===== src/mipsdec_pkg.sv =====
// MIPS32 instruction decoder: shared types, encoding constants and operation table.
// Used by mipsdec_decode and mips32_instruction_decoder. No dependencies.
package mipsdec_pkg;

  // Input item: one fetched instruction and its address
  typedef struct packed {
    logic [31:0] instr_word;
    logic [31:0] fetch_pc;
  } in_t;

  // Result item
  typedef struct packed {
    logic [6:0]  operation;
    logic [1:0]  flow_kind;
    logic [4:0]  first_source_reg;
    logic [4:0]  second_source_reg;
    logic [4:0]  target_reg;
    logic        target_discard;
    logic [2:0]  slot_is_imm;
    logic [31:0] first_source_imm;
    logic [31:0] second_source_imm;
    logic [31:0] target_imm;
  } out_t;

  // Dense operation numbers, table order
  typedef enum logic [6:0] {
    OP_INVALID = 7'd0,
    OP_SLLI, OP_SRLI, OP_SRAI, OP_SLL, OP_SRL, OP_SRA, OP_JR, OP_RET, OP_JALR, OP_MOVZ,
    OP_MOVN, OP_SYSCALL, OP_MFHI, OP_MTHI, OP_MFLO, OP_MTLO, OP_MULT, OP_MULTU, OP_DIV,
    OP_DIVU, OP_ADD, OP_SUB, OP_AND, OP_OR, OP_XOR, OP_NOR, OP_SLT, OP_SLTU, OP_MUL,
    OP_CLZ, OP_BLTZ, OP_BGEZ, OP_TLBWI, OP_TLBWR, OP_TLBP, OP_ERET, OP_MFC0, OP_MTC0,
    OP_J, OP_JAL, OP_BEQ, OP_BNE, OP_BLEZ, OP_BGTZ, OP_ADDI, OP_SLTI, OP_SLTUI, OP_ANDI,
    OP_ORI, OP_XORI, OP_LUI, OP_LB, OP_LH, OP_LWL, OP_LW, OP_LBU, OP_LHU, OP_LWR,
    OP_SB, OP_SH, OP_SWL, OP_SW, OP_SWR, OP_TRAP
  } op_e;

  // Control-flow kind
  typedef enum logic [1:0] {
    FLOW_NORMAL   = 2'd0,
    FLOW_JUMP     = 2'd1,
    FLOW_BRANCH   = 2'd2,
    FLOW_INDIRECT = 2'd3
  } flow_e;

  // Operand layout of an operation
  typedef enum logic [3:0] {
    F_NONE, F_R, F_SHIFT, F_JALR, F_CMOV, F_B, F_CP0, F_J, F_JAL,
    F_LD, F_ST, F_IU, F_LUI
  } form_e;

  // slot_is_imm masks
  localparam logic [2:0] IMM_NONE  = 3'b000;
  localparam logic [2:0] IMM_FIRST = 3'b001;
  localparam logic [2:0] IMM_SECND = 3'b010;
  localparam logic [2:0] IMM_TARGT = 3'b100;

  // Primary opcodes
  localparam logic [5:0] OPC_SPECIAL  = 6'd0;
  localparam logic [5:0] OPC_REGIMM   = 6'd1;
  localparam logic [5:0] OPC_J        = 6'd2;
  localparam logic [5:0] OPC_JAL      = 6'd3;
  localparam logic [5:0] OPC_BEQ      = 6'd4;
  localparam logic [5:0] OPC_BNE      = 6'd5;
  localparam logic [5:0] OPC_BLEZ     = 6'd6;
  localparam logic [5:0] OPC_BGTZ     = 6'd7;
  localparam logic [5:0] OPC_ADDI     = 6'd9;
  localparam logic [5:0] OPC_SLTI     = 6'd10;
  localparam logic [5:0] OPC_SLTIU    = 6'd11;
  localparam logic [5:0] OPC_ANDI     = 6'd12;
  localparam logic [5:0] OPC_ORI      = 6'd13;
  localparam logic [5:0] OPC_XORI     = 6'd14;
  localparam logic [5:0] OPC_LUI      = 6'd15;
  localparam logic [5:0] OPC_COP0     = 6'o20;
  localparam logic [5:0] OPC_SPECIAL2 = 6'o34;
  localparam logic [5:0] OPC_LB       = 6'd32;
  localparam logic [5:0] OPC_LH       = 6'd33;
  localparam logic [5:0] OPC_LWL      = 6'd34;
  localparam logic [5:0] OPC_LW       = 6'd35;
  localparam logic [5:0] OPC_LBU      = 6'd36;
  localparam logic [5:0] OPC_LHU      = 6'd37;
  localparam logic [5:0] OPC_LWR      = 6'd38;
  localparam logic [5:0] OPC_SB       = 6'd40;
  localparam logic [5:0] OPC_SH       = 6'd41;
  localparam logic [5:0] OPC_SWL      = 6'd42;
  localparam logic [5:0] OPC_SW       = 6'd43;
  localparam logic [5:0] OPC_SWR      = 6'd46;
  localparam logic [5:0] OPC_TRAP     = 6'o74;

  // SPECIAL function codes
  localparam logic [5:0] FN_SLL     = 6'd0;
  localparam logic [5:0] FN_SRL     = 6'd2;
  localparam logic [5:0] FN_SRA     = 6'd3;
  localparam logic [5:0] FN_SLLV    = 6'd4;
  localparam logic [5:0] FN_SRLV    = 6'd6;
  localparam logic [5:0] FN_SRAV    = 6'd7;
  localparam logic [5:0] FN_JR      = 6'd8;
  localparam logic [5:0] FN_JALR    = 6'd9;
  localparam logic [5:0] FN_MOVZ    = 6'd10;
  localparam logic [5:0] FN_MOVN    = 6'd11;
  localparam logic [5:0] FN_SYSCALL = 6'd12;
  localparam logic [5:0] FN_MFHI    = 6'd16;
  localparam logic [5:0] FN_MTHI    = 6'd17;
  localparam logic [5:0] FN_MFLO    = 6'd18;
  localparam logic [5:0] FN_MTLO    = 6'd19;
  localparam logic [5:0] FN_MULT    = 6'd24;
  localparam logic [5:0] FN_MULTU   = 6'd25;
  localparam logic [5:0] FN_DIV     = 6'd26;
  localparam logic [5:0] FN_DIVU    = 6'd27;
  localparam logic [5:0] FN_ADDU    = 6'd33;
  localparam logic [5:0] FN_SUBU    = 6'd35;
  localparam logic [5:0] FN_AND     = 6'd36;
  localparam logic [5:0] FN_OR      = 6'd37;
  localparam logic [5:0] FN_XOR     = 6'd38;
  localparam logic [5:0] FN_NOR     = 6'd39;
  localparam logic [5:0] FN_SLT     = 6'd42;
  localparam logic [5:0] FN_SLTU    = 6'd43;

  // SPECIAL2 function codes
  localparam logic [5:0] FN2_MUL = 6'd2;
  localparam logic [5:0] FN2_CLZ = 6'd32;

  // COP0 CO-space function codes
  localparam logic [5:0] CO_TLBWI = 6'd2;
  localparam logic [5:0] CO_TLBWR = 6'd6;
  localparam logic [5:0] CO_TLBP  = 6'd8;
  localparam logic [5:0] CO_ERET  = 6'd24;

  // COP0 rs sub-codes and REGIMM rt sub-codes
  localparam logic [4:0] RS_MF   = 5'd0;
  localparam logic [4:0] RS_MT   = 5'd4;
  localparam logic [4:0] RT_BLTZ = 5'd0;
  localparam logic [4:0] RT_BGEZ = 5'd1;

  // Return-address register and the zero register
  localparam logic [4:0] REG_RA = 5'd31;
  localparam logic [4:0] REG_ZERO = 5'd0;

  // Operand layout of each operation; lwl and lwr merge into their target,
  // so they take the store layout
  function automatic form_e op_form(op_e op);
    form_e f;
    unique case (op)
      OP_SLLI, OP_SRLI, OP_SRAI:                          f = F_SHIFT;
      OP_SLL, OP_SRL, OP_SRA, OP_JR, OP_RET,
      OP_MFHI, OP_MTHI, OP_MFLO, OP_MTLO, OP_MULT, OP_MULTU,
      OP_DIV, OP_DIVU, OP_ADD, OP_SUB, OP_AND, OP_OR, OP_XOR,
      OP_NOR, OP_SLT, OP_SLTU, OP_MUL, OP_CLZ:            f = F_R;
      OP_JALR:                                            f = F_JALR;
      OP_MOVZ, OP_MOVN:                                   f = F_CMOV;
      OP_BLTZ, OP_BGEZ, OP_BEQ, OP_BNE, OP_BLEZ, OP_BGTZ: f = F_B;
      OP_MFC0, OP_MTC0:                                   f = F_CP0;
      OP_J:                                               f = F_J;
      OP_JAL:                                             f = F_JAL;
      OP_ADDI, OP_SLTI, OP_SLTUI, OP_LB, OP_LH,
      OP_LW, OP_LBU, OP_LHU:                              f = F_LD;
      OP_LWL, OP_LWR, OP_SB, OP_SH, OP_SWL, OP_SW, OP_SWR: f = F_ST;
      OP_ANDI, OP_ORI, OP_XORI:                           f = F_IU;
      OP_LUI:                                             f = F_LUI;
      default:                                            f = F_NONE;
    endcase
    return f;
  endfunction

endpackage


===== src/mipsdec_decode.sv =====
// MIPS32 instruction decoder: combinational decode of one instruction word.
// Depends on mipsdec_pkg.
module mipsdec_decode
  import mipsdec_pkg::*;
(
  input  in_t  item_i,
  output out_t result_o
);

  logic [31:0] w, pc;
  logic [5:0]  opc, func;
  logic [4:0]  rs, rt, rd, sa;
  logic [15:0] imm;
  logic [31:0] simm, zimm, jtarget, btarget, link;
  op_e         op, op_spec;
  form_e       form;
  flow_e       flow;
  logic        dst_written;

  // Instruction fields
  assign w    = item_i.instr_word;
  assign pc   = item_i.fetch_pc;
  assign opc  = w[31:26];
  assign rs   = w[25:21];
  assign rt   = w[20:16];
  assign rd   = w[15:11];
  assign sa   = w[10:6];
  assign func = w[5:0];
  assign imm  = w[15:0];

  // Immediates and addresses (wrap modulo 2^32)
  assign simm    = {{16{imm[15]}}, imm};
  assign zimm    = {16'h0000, imm};
  assign jtarget = {pc[31:28], w[25:0], 2'b00};
  assign btarget = pc + 32'd4 + {simm[29:0], 2'b00};
  assign link    = pc + 32'd8;

  // SPECIAL function decode
  always_comb begin
    unique case (func)
      FN_SLL:     op_spec = OP_SLLI;
      FN_SRL:     op_spec = OP_SRLI;
      FN_SRA:     op_spec = OP_SRAI;
      FN_SLLV:    op_spec = OP_SLL;
      FN_SRLV:    op_spec = OP_SRL;
      FN_SRAV:    op_spec = OP_SRA;
      FN_JR:      op_spec = (rs == REG_RA) ? OP_RET : OP_JR;
      FN_JALR:    op_spec = OP_JALR;
      FN_MOVZ:    op_spec = OP_MOVZ;
      FN_MOVN:    op_spec = OP_MOVN;
      FN_SYSCALL: op_spec = OP_SYSCALL;
      FN_MFHI:    op_spec = OP_MFHI;
      FN_MTHI:    op_spec = OP_MTHI;
      FN_MFLO:    op_spec = OP_MFLO;
      FN_MTLO:    op_spec = OP_MTLO;
      FN_MULT:    op_spec = OP_MULT;
      FN_MULTU:   op_spec = OP_MULTU;
      FN_DIV:     op_spec = OP_DIV;
      FN_DIVU:    op_spec = OP_DIVU;
      FN_ADDU:    op_spec = OP_ADD;
      FN_SUBU:    op_spec = OP_SUB;
      FN_AND:     op_spec = OP_AND;
      FN_OR:      op_spec = OP_OR;
      FN_XOR:     op_spec = OP_XOR;
      FN_NOR:     op_spec = OP_NOR;
      FN_SLT:     op_spec = OP_SLT;
      FN_SLTU:    op_spec = OP_SLTU;
      default:    op_spec = OP_INVALID;
    endcase
  end

  // Primary opcode decode
  always_comb begin
    unique case (opc)
      OPC_SPECIAL: op = op_spec;
      OPC_REGIMM:  op = (rt == RT_BLTZ) ? OP_BLTZ : ((rt == RT_BGEZ) ? OP_BGEZ : OP_INVALID);
      OPC_J:       op = OP_J;
      OPC_JAL:     op = OP_JAL;
      OPC_BEQ:     op = OP_BEQ;
      OPC_BNE:     op = OP_BNE;
      OPC_BLEZ:    op = OP_BLEZ;
      OPC_BGTZ:    op = OP_BGTZ;
      OPC_ADDI:    op = OP_ADDI;
      OPC_SLTI:    op = OP_SLTI;
      OPC_SLTIU:   op = OP_SLTUI;
      OPC_ANDI:    op = OP_ANDI;
      OPC_ORI:     op = OP_ORI;
      OPC_XORI:    op = OP_XORI;
      OPC_LUI:     op = OP_LUI;
      OPC_COP0: begin
        if (rs[4]) begin
          unique case (func)
            CO_TLBWI: op = OP_TLBWI;
            CO_TLBWR: op = OP_TLBWR;
            CO_TLBP:  op = OP_TLBP;
            CO_ERET:  op = OP_ERET;
            default:  op = OP_INVALID;
          endcase
        end else begin
          op = (rs == RS_MF) ? OP_MFC0 : ((rs == RS_MT) ? OP_MTC0 : OP_INVALID);
        end
      end
      OPC_SPECIAL2: op = (func == FN2_MUL) ? OP_MUL
                       : ((func == FN2_CLZ) ? OP_CLZ : OP_INVALID);
      OPC_LB:      op = OP_LB;
      OPC_LH:      op = OP_LH;
      OPC_LWL:     op = OP_LWL;
      OPC_LW:      op = OP_LW;
      OPC_LBU:     op = OP_LBU;
      OPC_LHU:     op = OP_LHU;
      OPC_LWR:     op = OP_LWR;
      OPC_SB:      op = OP_SB;
      OPC_SH:      op = OP_SH;
      OPC_SWL:     op = OP_SWL;
      OPC_SW:      op = OP_SW;
      OPC_SWR:     op = OP_SWR;
      OPC_TRAP:    op = OP_TRAP;
      default:     op = OP_INVALID;
    endcase
  end

  assign form = op_form(op);

  // Flow kind
  always_comb begin
    unique case (op)
      OP_JR, OP_RET, OP_JALR:                             flow = FLOW_INDIRECT;
      OP_J, OP_JAL:                                       flow = FLOW_JUMP;
      OP_BLTZ, OP_BGEZ, OP_BEQ, OP_BNE, OP_BLEZ, OP_BGTZ: flow = FLOW_BRANCH;
      default:                                            flow = FLOW_NORMAL;
    endcase
  end

  // Operand slots by form; unused slots stay zero
  always_comb begin
    result_o    = '0;
    dst_written = 1'b0;
    result_o.operation = op;
    result_o.flow_kind = flow;
    unique case (form)
      F_R: begin
        result_o.first_source_reg  = rs;
        result_o.second_source_reg = rt;
        result_o.target_reg        = rd;
        dst_written                = 1'b1;
      end
      F_SHIFT: begin
        result_o.first_source_imm  = {27'd0, sa};
        result_o.slot_is_imm       = IMM_FIRST;
        result_o.second_source_reg = rt;
        result_o.target_reg        = rd;
        dst_written                = 1'b1;
      end
      F_JALR: begin
        result_o.first_source_reg  = rs;
        result_o.target_reg        = rd;
        result_o.second_source_imm = link;
        result_o.slot_is_imm       = IMM_SECND;
        dst_written                = 1'b1;
      end
      F_CMOV: begin
        result_o.first_source_reg  = rs;
        result_o.second_source_reg = rt;
        result_o.target_reg        = rd;
      end
      F_B: begin
        result_o.first_source_reg  = rs;
        result_o.second_source_reg = rt;
        result_o.target_imm        = btarget;
        result_o.slot_is_imm       = IMM_TARGT;
      end
      F_CP0: begin
        result_o.second_source_reg = rt;
        result_o.target_imm        = {27'd0, rd};
        result_o.slot_is_imm       = IMM_TARGT;
      end
      F_J: begin
        result_o.target_imm  = jtarget;
        result_o.slot_is_imm = IMM_TARGT;
      end
      F_JAL: begin
        result_o.target_imm        = jtarget;
        result_o.second_source_imm = link;
        result_o.slot_is_imm       = IMM_TARGT | IMM_SECND;
      end
      F_LD: begin
        result_o.first_source_reg  = rs;
        result_o.second_source_imm = simm;
        result_o.slot_is_imm       = IMM_SECND;
        result_o.target_reg        = rt;
        dst_written                = 1'b1;
      end
      F_ST: begin
        result_o.first_source_reg  = rs;
        result_o.second_source_imm = simm;
        result_o.slot_is_imm       = IMM_SECND;
        result_o.target_reg        = rt;
      end
      F_IU: begin
        result_o.first_source_reg  = rs;
        result_o.second_source_imm = zimm;
        result_o.slot_is_imm       = IMM_SECND;
        result_o.target_reg        = rt;
        dst_written                = 1'b1;
      end
      F_LUI: begin
        result_o.first_source_imm = {imm, 16'h0000};
        result_o.slot_is_imm      = IMM_FIRST;
        result_o.target_reg       = rt;
        dst_written               = 1'b1;
      end
      default: begin
      end
    endcase
    result_o.target_discard = dst_written && (result_o.target_reg == REG_ZERO);
  end

endmodule


===== src/mips32_instruction_decoder.sv =====
// MIPS32 instruction decoder top level: input register, decode, result register.
// Depends on mipsdec_pkg and mipsdec_decode.
//
//  channel  | ports                      | transfer when
//  ---------+----------------------------+------------------------------
//  item in  | start_i, busy_o, item_i    | start_i high and busy_o low
//  result   | valid_o, result_o          | valid_o high (one cycle)
//
// One instruction per cycle; busy_o is never raised.
// An instruction passes through the input register, then is decoded into the result register.
// Reset (rst_ni low, asynchronous) clears both valid flags; payload is not reset.
// The receiver cannot stall: each result is shown for exactly one cycle.
module mips32_instruction_decoder
  import mipsdec_pkg::*;
(
  input  logic clk_i,
  input  logic rst_ni,
  input  logic start_i,
  output logic busy_o,
  input  in_t  item_i,
  output logic valid_o,
  output out_t result_o
);

  logic in_valid_q, in_valid_d;
  in_t  in_q;
  logic out_valid_q;
  out_t out_q, out_d;

  // Decoder never stalls
  assign busy_o     = 1'b0;
  assign in_valid_d = start_i && !busy_o;

  // Input register
  always_ff @(posedge clk_i or negedge rst_ni) begin
    if (!rst_ni) begin
      in_valid_q <= 1'b0;
    end else begin
      in_valid_q <= in_valid_d;
    end
  end

  always_ff @(posedge clk_i) begin
    if (in_valid_d) begin
      in_q <= item_i;
    end
  end

  // Decode
  mipsdec_decode u_decode (
    .item_i   (in_q),
    .result_o (out_d)
  );

  // Result register
  always_ff @(posedge clk_i or negedge rst_ni) begin
    if (!rst_ni) begin
      out_valid_q <= 1'b0;
    end else begin
      out_valid_q <= in_valid_q;
    end
  end

  always_ff @(posedge clk_i) begin
    if (in_valid_q) begin
      out_q <= out_d;
    end
  end

  assign valid_o  = out_valid_q;
  assign result_o = out_q;

  // Checks
  a_pipe_advance: assert property (@(posedge clk_i) disable iff (!rst_ni)
    in_valid_q |=> valid_o)
    else $error("decoded item lost between stages");

  a_invalid_clean: assert property (@(posedge clk_i) disable iff (!rst_ni)
    (valid_o && result_o.operation == OP_INVALID) |->
      (result_o.flow_kind == FLOW_NORMAL && result_o.slot_is_imm == IMM_NONE &&
       result_o.target_discard == 1'b0))
    else $error("invalid encoding carries operands");

  a_discard_reg: assert property (@(posedge clk_i) disable iff (!rst_ni)
    (valid_o && result_o.target_discard) |->
      (result_o.target_reg == REG_ZERO && !result_o.slot_is_imm[2]))
    else $error("discard flag without r0 destination");

  a_jump_target: assert property (@(posedge clk_i) disable iff (!rst_ni)
    (valid_o && (result_o.flow_kind == FLOW_JUMP || result_o.flow_kind == FLOW_BRANCH)) |->
      result_o.slot_is_imm[2])
    else $error("jump or branch without target immediate");

  a_ret_ra: assert property (@(posedge clk_i) disable iff (!rst_ni)
    (valid_o && result_o.operation == OP_RET) |-> result_o.first_source_reg == REG_RA)
    else $error("ret decoded without ra source");

endmodule


===== config.mk =====
export PLATFORM = sky130hd
export DESIGN_NAME = mips32_instruction_decoder
export DESIGN_NICKNAME = d
export VERILOG_FILES = /design/src/mipsdec_pkg.sv /design/src/mipsdec_decode.sv /design/src/mips32_instruction_decoder.sv
export SDC_FILE = /design/constraint.sdc
export NUM_CORES = 1
export LEC_CHECK = 0
export BUFFER_PORTS_ARGS = -buffer_cell sky130_fd_sc_hd__buf_2
export CAP_MARGIN = 0
export CORE_UTILIZATION = 55
export CTS_CLUSTER_SIZE = 24
export DETAILED_ROUTE_END_ITERATION = 10
export PLACE_DENSITY = 0.79
export REMOVE_ABC_BUFFERS = 1
export SYNTH_ARGS = -nofsm -noshare
export SYNTH_HDL_FRONTEND = slang
export SYNTH_SLANG_ARGS = --single-unit

===== constraint.sdc =====
create_clock -name clk_i -period 4.5 [get_ports clk_i]
set_input_delay 0.225 -clock clk_i [delete_from_list [all_inputs] [get_ports clk_i]]
set_output_delay 0.225 -clock clk_i [all_outputs]
set_load 0.01 [all_outputs]

==> metrics.md, run 1 <==
| Metric | Value |
|---|---|
| Outcome | `finished, final reports clean` |
| Compound-Gate Fraction of Synth Area | `16.2%` |
| DRC | `0` |
| Antenna fix cells | `0` |
| Post-layout util | `roughly 70%` |
| Clock buffer depth | `2` |
| Area growth from synthesis to layout | `24.3%` |
| Sequential area share after synthesis | `53.3%` |
| Largest net degree at the start of global routing | `44` |
| Final period utilization | `a little over 90%` |
| Vias in the first global route | `around 7500` |
| Syn Std Cell Area | `10100 µm²` |
| Wirelength per Cell | `between 15 and 20 µm` |
| Worst vdd ir | `0.294 mV` |
| Met1 WL | `11200 µm` |
| WL final | `26300 µm` |
| Fmax | `238 MHz` |
| Final antenna-violating net count | `0` |
| Asr flop ratio synth | `under 10%` |
| Layout Nets | `between 1000 and 1500` |
| H-tree lvl count | `4` |
| Worst-path clk slew | `approximately 80 ps` |
| FF-to-FF setup slack | `a little under 300 ps` |
| DR pass1 iterations | `5` |
| TritonCTS clock tree | `done` |
| FF-to-FF Start | `in_q[32]$_DFFE_PP_` |
| I/O pin count | `193` |
| Critical Path RT | `between 4000 and 5000 ps` |
| Die ar. | `18900 µm²` |
| Worst reg2reg path endpoint | `result_o[31]$_DFFE_PP_` |
| Avg Inst Size Synth | `11.7 µm²` |
| Vias per cell | `5.83` |
| Slew Viols, Final | `0` |
| Initial core utilization | `56.1%` |
| Num CTS Buffers | `17` |
| Die Height | `approximately 140 µm` |
| Data arrival, critical path | `about 4400 ps` |
| Syn. warnings | `0` |
| Cell variety after synth | `just under 90` |
| CTS Sinks | `179` |
| FF+latch count, synth | `about 180` |
| Minimum clock period | `4210 ps` |
| DR WL met3 | `between 1500 and 2000 µm` |
| Top Layer Used | `met4` |
| Rel. slew slack | `41.1%` |
| Via count | `7958` |
| Mux cell area share after synthesis | `0.646%` |
| Power Dens Cells | `394 nW/µm²` |
| DIE WIDTH | `137 µm` |
| Row cnt | `49` |
| Pleak | `5.11 nW` |
| RSZ-0062 raised after global routing | `false` |
| Synth Flop Type | `edfxtp_1` |
| Critical-path maximum fanout | `26` |
| Kind of critical path | `register to register` |
| PostCTS Resize Cnt | `0` |
| GRT Util Overall | `28.5%` |
| Worst skew pair latency | `between 400 and 500 ps` |
| Layout cells sized above 1 | `24.7%` |
| Final setup fails | `0` |
| Met2 wire len | `12700 µm` |
| Post-DP HPWL | `18100 µm` |
| Tightest Pin Transition | `approximately 900 ps` |
| CP endpoint kind | `register` |
| Buffers on Ports | `180` |
| Worst Skew | `a little over 9 ps` |
| Fill cells | `between 1000 and 1500` |
| Adder-cell area share of the yosys netlist | `roughly 7.4%` |
| Maxcap violations | `0` |
| Crit path launch type | `register` |
| Placer Congestion | `just under 1` |
| Initial antenna violation count | `0` |
| Post-Syn Instances | `860` |
| Post-synth EDFFs | `around 180` |
| CP Launch Point | `in_q[32]$_DFFE_PP_` |
| Xor/xnor share of the synthesized area | `under 10%` |
| Final hold vios | `0` |
| Total grt overflow | `0` |
| Setup crit end | `result_o[31]$_DFFE_PP_` |
| Iter 0 DRT Violations | `820` |
| Setup_tns | `0 ps` |
| R2R depth | `18` |
| Largest family of logic cells by synthesized area | `compound AO/OA/AOI/OAI gates` |
| Core region area | `18000 µm²` |
| Worst min-delay path category | `primary input to asynchronous set/reset pin` |
| First-pass GRT wire length | `39900 µm` |
| Simple-gate share of the synthesized area | `13.7%` |
| Clk root buf | `clkbuf_16` |
placed cells by master (no fill, tap or decap), types with 6 or more instances in the layout:
| master | instances |
|---|---|
| a21oi_1 | 41 |
| and2_1 | 31 |
| and3_1 | 12 |
| nor3_1 | 15 |
| nand3_1 | 22 |
| o21ai_1 | 12 |
| nand2b_1 | 14 |
| dlygate4sd3_1 | 65 |
| buf_4 | 36 |
| a22o_1 | 33 |
| edfxtp_1 | 177 |
| o21ai_0 | 52 |
| buf_2 | 180 |
| xor2_1 | 24 |
| inv_8 | 6 |
| xnor2_1 | 31 |
| ha_1 | 58 |
| conb_1 | 12 |
| clkbuf_16 | 17 |
| inv_1 | 22 |
| nand2_1 | 53 |
| a21o_1 | 17 |
| nor2_1 | 38 |
| nor2b_1 | 22 |
| o21a_1 | 10 |
| a211oi_1 | 8 |
synth_stat cells (4+ instances only):
| library cell | count | area, µm² |
|---|---|---|
| a211o_1 | 4 | 35.0 |
| a211oi_1 | 8 | 60.1 |
| a21o_1 | 17 | 128 |
| a21oi_1 | 41 | 205 |
| a22o_1 | 33 | 289 |
| a32oi_1 | 4 | 35.0 |
| and2_1 | 31 | 194 |
| and3_1 | 12 | 75.1 |
| buf_2 | 18 | 90.1 |
| buf_4 | 15 | 113 |
| buf_6 | 5 | 56.3 |
| clkbuf_1 | 11 | 41.3 |
| edfxtp_1 | 177 | 5320 |
| ha_1 | 58 | 726 |
| inv_1 | 22 | 82.6 |
| mux2_2 | 4 | 45.0 |
| nand2_1 | 53 | 199 |
| nand2b_1 | 14 | 87.6 |
| nand3_1 | 22 | 110 |
| nand3b_1 | 5 | 37.5 |
| nand4_1 | 5 | 31.3 |
| nor2_1 | 39 | 146 |
| nor2b_1 | 22 | 138 |
| nor3_1 | 15 | 75.1 |
| nor4_1 | 6 | 37.5 |
| o211ai_1 | 5 | 37.5 |
| o21a_1 | 10 | 75.1 |
| o21ai_0 | 52 | 260 |
| o21ai_1 | 12 | 60.1 |
| or2_2 | 5 | 31.3 |
| or3_1 | 5 | 31.3 |
| xnor2_1 | 31 | 272 |
| xor2_1 | 24 | 210 |
layout make-up:
type	count	area, µm²	area share [%]
inverter	26	97.6	0.779
clock buffer	17	425	3.40
clock inverter	15	163	1.30
timing repair buffer	281	1820	14.5
tap	229	287	2.29
sequential	179	5370	42.9
multi-input combinational	617	4360	34.8
critical path: stages (launching register included):
cell and delay [ps]:
edfxtp_1 340, buf_4 260, inv_1 130, ha_1 200
inv_1 50, ha_1 160, inv_1 60, fa_1 370
nand2b_1 190, a21oi_1 300, o21ai_0 260, a211oi_1 480
o211ai_1 230, a21oi_1 280, a21o_1 160, a21oi_1 80
xnor2_1 140, a21oi_1 150, o22ai_1 100
sequential cells by signal (all words and copies together) (netlist names):
name / flops
in_q: 64
result_o: 113
valid_o: 1
in_valid_q: 1
cell families after synthesis:
logic type | after synthesis
flops | 179
xor+xnor | 55
fa+ha+maj | 59
other cells | 1
buf+inv | 75
mux | 6
compound gates | 231
simple gates | 254
how the worst min path moves through the flow:
stage | to | cells past startpoint | slack, ps | start
floorplan | in_valid_q$_DFF_PN0_ | 0 | -70 | rst_ni
global placement | valid_o$_DFF_PN0_ | 1 | 10 | rst_ni
detailed placement | valid_o$_DFF_PN0_ | 1 | 10 | rst_ni
CTS | in_valid_q$_DFF_PN0_ | 2 | 80 | rst_ni
global route | in_valid_q$_DFF_PN0_ | 2 | 100 | rst_ni
finish | in_valid_q$_DFF_PN0_ | 2 | 100 | rst_ni
timing repair:
| action | in CTS | in global routing |
|---|---|---|
| hold buffers | 65 | 0 |
| endpoints found under the setup margin | 0 | 1 |
| hold endpoints to repair | 66 | 0 |
| buffers inserted | 0 | 1 |
metrics by stage:
stage / total power [mW] / worst slack (ps) / hold slack (ps) / cells / cell area [µm²]
2_1_floorplan: 2.98 / 338 / -70.6 / 822 / 9820
3_3_place_gp: 3.39 / 357 / 14.7 / 1266 / 11300
3_5_place_dp: 3.42 / 261 / 14.3 / 1266 / 11300
4_1_cts: 4.92 / 214 / 81.7 / 1363 / 12500
5_1_grt: 5.15 / 111 / 95.0 / 1364 / 12500
6_report: 4.94 / 293 / 95.1 / 1364 / 12500
layer usage:
metal | vias to the layer above | global-route usage, %
met1 | 3811 | 37.9
met4 | 0 | 9.40
met5 | - | 0
met2 | 363 | 46.0
li1 | 3742 | -
met3 | 42 | 6.48
power by group:
part / leakage [nW] / switching, mW / internal (mW) / total, mW
combinational: 3.09 / 0.723 / 0.545 / 1.27
clock: 0.284 / 0.729 / 0.748 / 1.48
sequential: 1.73 / 0.125 / 2.07 / 2.19
total: 5.11 / 1.58 / 3.36 / 4.94
Power figures use the tool's default switching activity.
==> inputs of run 2 (changes only) <==
--- a/config.mk
+++ b/config.mk
@@ -7,10 +7,10 @@
 export LEC_CHECK = 0
 export BUFFER_PORTS_ARGS = -buffer_cell sky130_fd_sc_hd__buf_2
 export CAP_MARGIN = 0
-export CORE_UTILIZATION = 55
+export CORE_UTILIZATION = 30
 export CTS_CLUSTER_SIZE = 24
 export DETAILED_ROUTE_END_ITERATION = 10
-export PLACE_DENSITY = 0.79
+export HOLD_SLACK_MARGIN = 0.1
 export REMOVE_ABC_BUFFERS = 1
 export SYNTH_ARGS = -nofsm -noshare
 export SYNTH_HDL_FRONTEND = slang
==> run 2 against run 1 <==
Compared with the run above: maximum frequency rose by 0.42%; sequential share of layout area fell by 0.96 points; cell count rose by 16%; worst setup slack improved by 18 ps; count of clock-buffer cells in the layout did not move; sequential power barely moved; total power rose by 1.9%; critical path depth fell by 7; largest power group unchanged.
==> metrics.md, run 2 (synthesized netlist as in run 1, its figures left out) <==
| Metric | Value |
|---|---|
| Outcome | `finished, final reports clean (unchanged)` |
| H-tree lvl count | `4 (unchanged)` |
| Clock network power share | `30.9% (was 29.9%)` |
| Layout cells sized above 1 | `24.5% (was 24.7%)` |
| Dpl ws | `398 ps (was 261 ps)` |
| Setup_tns | `0 ps (unchanged)` |
| First-pass GRT wire length | `43300 µm (was 39900 µm)` |
| Maxcap violations | `0 (unchanged)` |
| Worst min-delay path category | `primary input to register (was primary input to asynchronous set/reset pin)` |
| Fill cells | `3196 (was 1288)` |
| Crit path launch type | `register (unchanged)` |
| Iter 0 DRT Violations | `527 (was 820)` |
| CP Buf/Inv Count | `1 (was 4)` |
| Worst-path clk slew | `70 ps (was 80 ps)` |
| Vias in the first global route | `7472 (was 7498)` |
| RSZ-0062 raised after global routing | `false (unchanged)` |
| Sw Share | `32.1% (was 32.0%)` |
| Worst vdd ir | `0.294 mV (about the same)` |
| Postcts setup bufs | `0 (unchanged)` |
| Worst reg2reg path endpoint | `result_o[31]$_DFFE_PP_ (unchanged)` |
| Critical path, cell by cell | `or4_4, nor3_2, o2111ai_2, o21bai_1, mux2_2, nand3_1, a41o_1, nor4_4, buf_4, a21oi_1, o22ai_1 (was buf_4, inv_1, ha_1, inv_1, ha_1, inv_1, fa_1, nand2b_1, a21oi_1, o21ai_0, a211oi_1, o211ai_1, a21oi_1, a21o_1, a21oi_1, xnor2_1, a21oi_1, o22ai_1)` |
| GRT Util Overall | `17.1% (was 28.5%)` |
| Critical Path RT | `4790 ps (was 4680 ps)` |
| Initial antenna violation count | `0 (unchanged)` |
| Commonest non-fill, non-tap cell in the layout | `buf_2 (unchanged)` |
| Placer Congestion | `0.850 (was 0.963)` |
| Via count | `7661 (was 7958)` |
| Post-layout util | `39.1% (was 69.7%)` |
| I/O pin count | `193 (unchanged)` |
| Core region area | `32800 µm² (was 18000 µm²)` |
| Num CTS Buffers | `17 (unchanged)` |
| Final setup fails | `0 (unchanged)` |
| Pint | `3.42 mW (was 3.36 mW)` |
| Sw power | `1.61 mW (was 1.58 mW)` |
| Kind of critical path | `register to register (unchanged)` |
| CP Launch Point | `in_q[63]$_DFFE_PP_ (was in_q[32]$_DFFE_PP_)` |
| R2R depth | `11 (was 18)` |
| Design Area, Final | `12800 µm² (was 12500 µm²)` |
| Vias per cell | `4.86 (was 5.83)` |
| Critical-path maximum fanout | `15 (was 26)` |
| FF-to-FF Start | `in_q[63]$_DFFE_PP_ (was in_q[32]$_DFFE_PP_)` |
| TritonCTS clock tree | `done (unchanged)` |
| Post-DP HPWL | `21100 µm (was 18100 µm)` |
| Wirelength per Cell | `18.3 µm (was 19.3 µm)` |
| Tightest Pin Transition | `1120 ps (was 884 ps)` |
| Power Dens Cells | `393 nW/µm² (was 394 nW/µm²)` |
| CP max stage delay | `660 ps (was 480 ps)` |
| Clock buffer depth | `2 (unchanged)` |
| Rel. slew slack | `24.4% (was 41.1%)` |
| Setup crit end | `result_o[31]$_DFFE_PP_ (unchanged)` |
| Logic pwr share | `25.1% (was 25.7%)` |
| Row cnt | `66 (was 49)` |
| FF-to-FF setup slack | `310 ps (was 290 ps)` |
| Fmax | `239 MHz (was 238 MHz)` |
| Levels on crit path | `11 (was 18)` |
| Dpl cells | `1478 (was 1266)` |
| Clk root buf | `clkbuf_16 (unchanged)` |
| CP top delay family | `simple AND/OR/NAND/NOR gates (was compound AO/OA/AOI/OAI gates)` |
| Final period utilization | `93.1% (was 93.5%)` |
| Post-route insts no fill | `1576 (was 1364)` |
| Final hold vios | `0 (unchanged)` |
| Placed Area | `11500 µm² (was 11300 µm²)` |
| Largest net degree at the start of global routing | `66 (was 44)` |
| Fin worst setup slack | `311 ps (was 293 ps)` |
| DR pass1 iterations | `5 (unchanged)` |
| Largest register FFs | `113 (unchanged)` |
| Buffers on Ports | `180 (unchanged)` |
| Antenna fix cells | `0 (unchanged)` |
| Worst Skew | `17.3 ps (was 9.31 ps)` |
| Die ar. | `34300 µm² (was 18900 µm²)` |
| Sequential share of power | `44.1% (was 44.4%)` |
| Worst skew pair latency | `460 ps (was 440 ps)` |
| Hold Slack | `368 ps (was 95.1 ps)` |
| Slew Viols, Final | `0 (unchanged)` |
| Pleak | `5.11 nW (about the same)` |
| Total grt overflow | `0 (unchanged)` |
| Total power | `5.03 mW (was 4.94 mW)` |
| DRC | `0 (unchanged)` |
| Commonest non-fill, non-tap cells in the layout | `buf_2 (179), edfxtp_1 (177), dlygate4sd3_1 (66) (was buf_2 (180), edfxtp_1 (177), dlygate4sd3_1 (65))` |
| Data arrival, critical path | `4480 ps (was 4390 ps)` |
| Minimum clock period | `4190 ps (was 4210 ps)` |
| Final antenna-violating net count | `0 (unchanged)` |
| Layout Nets | `1247 (was 1248)` |
| WL final | `28900 µm (was 26300 µm)` |
| Initial core utilization | `30.7% (was 56.1%)` |
| Area growth from synthesis to layout | `27.2% (was 24.3%)` |
| DIE WIDTH | `185 µm (was 137 µm)` |
| Die Height | `185 µm (was 137 µm)` |
| CP endpoint kind | `register (unchanged)` |
| CP max stage cell | `or4_4 (was a211oi_1)` |
| CTS Sinks | `179 (unchanged)` |
[run 2: changes by cell type in the layout (fill, tap and decap cells not counted), sizes merged]
cell | previous run | this run
dlygate4sd3 | 65 | 66
clkinvlp | 2 | 1
inv | 33 | 34
clkinv | 6 | 5
buf | 216 | 214
bufinv | 0 | 1
[run 2: power by group through the flow]
| stage | clock network [mW] | logic [mW] | registers [mW] |
|---|---|---|---|
| final | 1.55 | 1.26 | 2.22 |
| after CTS | 1.60 | 1.27 | 2.22 |
| after global placement | 0 | 1.21 | 2.26 |
| after detailed placement | 0 | 1.22 | 2.25 |
| after global routing | 1.65 | 1.39 | 2.24 |
| after floorplan | 0 | 0.689 | 2.29 |
[run 2: worst min path at each step]
| stage | depth (start not counted) | slack (ps) | end | startpoint |
|---|---|---|---|---|
| after floorplan | 0 | -70 | in_valid_q$_DFF_PN0_ | rst_ni |
| after global placement | 1 | 9 | valid_o$_DFF_PN0_ | rst_ni |
| after detailed placement | 1 | 10 | valid_o$_DFF_PN0_ | rst_ni |
| after CTS | 1 | 360 | in_valid_q$_DFF_PN0_ | start_i |
| after global routing | 1 | 400 | in_valid_q$_DFF_PN0_ | start_i |
| final | 1 | 370 | in_valid_q$_DFF_PN0_ | start_i |
[run 2: layout make-up]
cell class                      instances  area [µm²]  area share [%]
Inverter                               26        97.6           0.762
Clock inverter                         15         186            1.46
Sequential cell                       179        5370            41.9
Timing Repair Buffer                  280        1820            14.2
Tap cell                              442         553            4.32
Multi-Input combinational cell        617        4360            34.0
Clock buffer                           17         425            3.32
[run 2: repair_timing]
item                      CTS  global route
gates resized for setup     0             0
hold buffers               66             0
hold endpoints to repair   66             0
[run 2: layer usage]
layer | global-route usage, % | share of wire (%)
met1 | 22.8 | 46
met2 | 27.3 | 47
met3 | 3.68 | 5.4
met4 | 6.02 | 2.3
met5 | 0 | 0
==> inputs of run 3 (changes only) <==
--- a/config.mk
+++ b/config.mk
@@ -5,6 +5,7 @@
 export SDC_FILE = /design/constraint.sdc
 export NUM_CORES = 1
 export LEC_CHECK = 0
+export ABC_CLOCK_PERIOD_IN_PS = 3820
 export BUFFER_PORTS_ARGS = -buffer_cell sky130_fd_sc_hd__buf_2
 export CAP_MARGIN = 0
 export CORE_UTILIZATION = 30
@@ -14,4 +15,5 @@
 export REMOVE_ABC_BUFFERS = 1
 export SYNTH_ARGS = -nofsm -noshare
 export SYNTH_HDL_FRONTEND = slang
+export SYNTH_HIERARCHICAL = 1
 export SYNTH_SLANG_ARGS = --single-unit
==> constraint.sdc (replaced) <==
create_clock -name clk_i -period 3.82 [get_ports clk_i]
set_input_delay 0.191 -clock clk_i [delete_from_list [all_inputs] [get_ports clk_i]]
set_output_delay 0.191 -clock clk_i [all_outputs]
set_load 0.01 [all_outputs]
==> run 3 against run 2 <==
Compared with the run above: maximum frequency increased by 11%; cell area increased by 15%; via count increased by 11%; count of clock-buffer cells in the layout unchanged.
==> metrics.md, run 3 <==
| Metric | Value |
|---|---|
| Outcome | `finished, final reports clean (unchanged)` |
| FF-to-FF setup slack | `30 ps (was 310 ps)` |
| Final hold vios | `0 (unchanged)` |
| DIE WIDTH | `189 µm (was 185 µm)` |
| Via count | `8477 (was 7661)` |
| Crit path launch type | `register (unchanged)` |
| Largest register FFs | `124 (was 113)` |
| Antenna fix cells | `0 (unchanged)` |
| Worst vdd ir | `0.315 mV (was 0.294 mV)` |
| Row cnt | `68 (was 66)` |
| Synth Flop Type | `edfxtp_1 (unchanged)` |
| Data arrival, critical path | `4000 ps (was 4480 ps)` |
| Largest net degree at the start of global routing | `53 (was 66)` |
| DRC | `0 (unchanged)` |
| Pleak | `5.98 nW (was 5.11 nW)` |
| Sequential area share after synthesis | `54.2% (was 53.3%)` |
| Buffers on Ports | `191 (was 180)` |
| CP Buf/Inv Count | `3 (was 1)` |
| CP top delay family | `simple AND/OR/NAND/NOR gates (unchanged)` |
| Avg Inst Size Synth | `11.8 µm² (was 11.7 µm²)` |
| Layout Nets | `1398 (was 1247)` |
| CP endpoint kind | `register (unchanged)` |
| Layout cells sized above 1 | `36.7% (was 24.5%)` |
| Die ar. | `35800 µm² (was 34300 µm²)` |
| Cell taking the most area after synthesis | `edfxtp_1 (unchanged)` |
| Die Height | `189 µm (was 185 µm)` |
| Critical path, cell by cell | `or3b_4, or4_4, nor4_4, or2_4, or3b_4, buf_6, nand2_1, a21boi_2, nor4_4, buf_4, nor2_4, buf_12, mux2i_4, a22o_1, and4b_1 (was or4_4, nor3_2, o2111ai_2, o21bai_1, mux2_2, nand3_1, a41o_1, nor4_4, buf_4, a21oi_1, o22ai_1)` |
| Post-synth top area share | `53.7% (was 52.8%)` |
| Kind of critical path | `register to register (unchanged)` |
| Syn. warnings | `6 (was 0)` |
| First-pass GRT wire length | `46800 µm (was 43300 µm)` |
| Vias per cell | `4.87 (was 4.86)` |
| Post-synth top cells | `edfxtp_1 (188), nand2_1 (60), ha_1 (58) (was edfxtp_1 (177), ha_1 (58), nand2_1 (53))` |
| Iter 0 DRT Violations | `613 (was 527)` |
| Tightest Pin Transition | `807 ps (was 1120 ps)` |
| I/O pin count | `193 (unchanged)` |
| Asr flop ratio synth | `1.05% (was 1.12%)` |
| Commonest non-fill, non-tap cells in the layout | `buf_2 (191), edfxtp_1 (188), buf_4 (119) (was buf_2 (179), edfxtp_1 (177), dlygate4sd3_1 (66))` |
| Total grt overflow | `0 (unchanged)` |
| Dpl cells | `1615 (was 1478)` |
| Final setup fails | `0 (unchanged)` |
| RSZ-0062 raised after global routing | `true (was false)` |
| CP max stage cell | `or4_4 (unchanged)` |
| Count leader, synth | `edfxtp_1 (unchanged)` |
| H-tree lvl count | `4 (unchanged)` |
| Clock buffer depth | `2 (unchanged)` |
| TritonCTS clock tree | `done (unchanged)` |
| Critical Path RT | `4030 ps (was 4790 ps)` |
| CP max stage delay | `560 ps (was 660 ps)` |
| Area growth from synthesis to layout | `39.9% (was 27.2%)` |
| Worst Skew | `16.4 ps (was 17.3 ps)` |
| Total power | `6.38 mW (was 5.03 mW)` |
| Clk root buf | `clkbuf_16 (unchanged)` |
| Post-route insts no fill | `1740 (was 1576)` |
| CTS Sinks | `190 (was 179)` |
| Vias in the first global route | `8160 (was 7472)` |
| Worst-path clk slew | `90 ps (was 70 ps)` |
| Core region area | `34500 µm² (was 32800 µm²)` |
| Minimum clock period | `3790 ps (was 4190 ps)` |
| Power Dens Cells | `434 nW/µm² (was 393 nW/µm²)` |
| Worst min-delay path category | `primary input to register (unchanged)` |
| Initial core utilization | `30.5% (was 30.7%)` |
| Critical-path maximum fanout | `5 (was 15)` |
| Num CTS Buffers | `17 (unchanged)` |
| Fill cells | `3289 (was 3196)` |
| Top cells by area, synth | `edfxtp_1 (54%), ha_1 (6.9%), xnor2_1 (2.4%) (was edfxtp_1 (53%), ha_1 (7.2%), a22o_1 (2.9%))` |
| Post-DP HPWL | `22800 µm (was 21100 µm)` |
| Placer Congestion | `0.842 (was 0.850)` |
| Post-layout util | `42.6% (was 39.1%)` |
| Commonest non-fill, non-tap cell in the layout | `buf_2 (unchanged)` |
| Initial antenna violation count | `1 (was 0)` |
| Slew Viols, Final | `0 (unchanged)` |
| DR pass1 iterations | `5 (unchanged)` |
| Final antenna-violating net count | `0 (unchanged)` |
| FF+latch count, synth | `190 (was 179)` |
| Cell variety after synth | `88 (was 87)` |
| Post-Syn Instances | `888 (was 860)` |
| Syn Std Cell Area | `10500 µm² (was 10100 µm²)` |
| Fmax | `264 MHz (was 239 MHz)` |
| GRT Util Overall | `17.5% (was 17.1%)` |
| Wirelength per Cell | `18.7 µm (was 18.3 µm)` |
| Rel. slew slack | `46.2% (was 24.4%)` |
| Final period utilization | `99.1% (was 93.1%)` |
| Post-synth EDFFs | `188 (was 177)` |
| Maxcap violations | `0 (unchanged)` |
| WL final | `32500 µm (was 28900 µm)` |
| Worst skew pair latency | `460 ps (about the same)` |
-- run 3: cell count changes in the layout (fill, tap and decap cells not counted), sizes merged, moves of 5 or more --
cell / change
nor2b: -8
edfxtp: +11
nor2: +11
a22o: -5
o21ai: +15
clkbuf: +5
a22oi: +5
o21a: -6
nand2: +8
a31oi: +8
buf: +116
-- run 3: metrics by stage --
step / setup TNS (ps) / setup WS [ps] / hold slack, ps / instance area [µm²]
2_1_floorplan: -25190 / -467 / -105 / 10200
3_3_place_gp: -830 / -129 / -23.7 / 12800
3_5_place_dp: -1200 / -147 / -22.6 / 12800
4_1_cts: -4.25 / -4.25 / 408 / 14100
5_1_grt: -1460 / -122 / 417 / 14700
6_report: 0 / 32.6 / 428 / 14700
-- run 3: path summary, 6_finish.rpt --
| kind | start | endpoint | cells past startpoint |
|---|---|---|---|
| worst max-delay path | in_q[59]$_DFFE_PP_ | result_o[99]$_DFFE_PP_ | 15 |
| worst min register to register | in_q[1]$_DFFE_PP_ | result_o[1]$_DFFE_PP_ | 1 |
| worst max register to register | in_q[59]$_DFFE_PP_ | result_o[99]$_DFFE_PP_ | 15 |
| worst min-delay path | item_i[11] | in_q[11]$_DFFE_PP_ | 2 |
| min in group asynchronous | rst_ni | in_valid_q$_DFF_PN0_ | 3 |
| max in group asynchronous | rst_ni | in_valid_q$_DFF_PN0_ | 3 |
-- run 3: cell type report --
cell class / count / area, µm² / area share [%]
clock buffers: 17 / 425 / 2.90
clock inverters: 15 / 150 / 1.02
inverters: 27 / 109 / 0.741
multi-input cells: 634 / 4750 / 32.4
flip-flops and latches: 190 / 5700 / 38.8
well taps: 455 / 569 / 3.87
repair buffers: 402 / 2980 / 20.3
-- run 3: power breakdown --
part	internal, mW	total, mW	switching (mW)
combinational	0.911	1.90	0.993
clock	0.870	1.79	0.924
sequential	2.55	2.68	0.129
-- run 3: cell families (layout without fill, tap and decap cells) --
family | Yosys count | count (layout) | synth area share, %
AO/OA/AOI/OAI | 221 | 222 | 14.6
flip-flops | 190 | 190 | 54.2
buffers and inverters | 75 | 461 | 3.98
multiplexers | 5 | 5 | 0.619
adder cells (fa/ha/maj) | 59 | 59 | 7.10
other | 2 | 12 | 0.0715
AND/OR/NAND/NOR | 283 | 283 | 15.0
XOR/XNOR | 53 | 53 | 4.42
-- run 3: worst register-to-register path, stage by stage (launching register included) --
cell	delay, ps
edfxtp_1	400
or3b_4	410
or4_4	570
nor4_4	260
or2_4	180
or3b_4	150
buf_6	120
nand2_1	60
a21boi_2	250
nor4_4	70
buf_4	160
nor2_4	190
buf_12	140
mux2i_4	230
a22o_1	160
and4b_1	210
-- run 3: repair_timing --
item                                   in CTS  in global routing
endpoints found under the hold margin      67                  0
gates cloned                                0                  7
setup endpoints to repair                  39                 76
setup buffers                               1                 19
pin swaps                                   4                 36
resized for setup                          14                 68
hold buffers                               67                  0
-- run 3: per-layer routing --
layer | up-vias | global-route usage, % | wire, µm
li1 | 4085 | - | -
met1 | 4070 | 24.1 | 14700
met2 | 292 | 27.8 | 15100
met3 | 30 | 3.52 | 2050
met4 | 0 | 5.27 | 557
met5 | - | 0 | 0
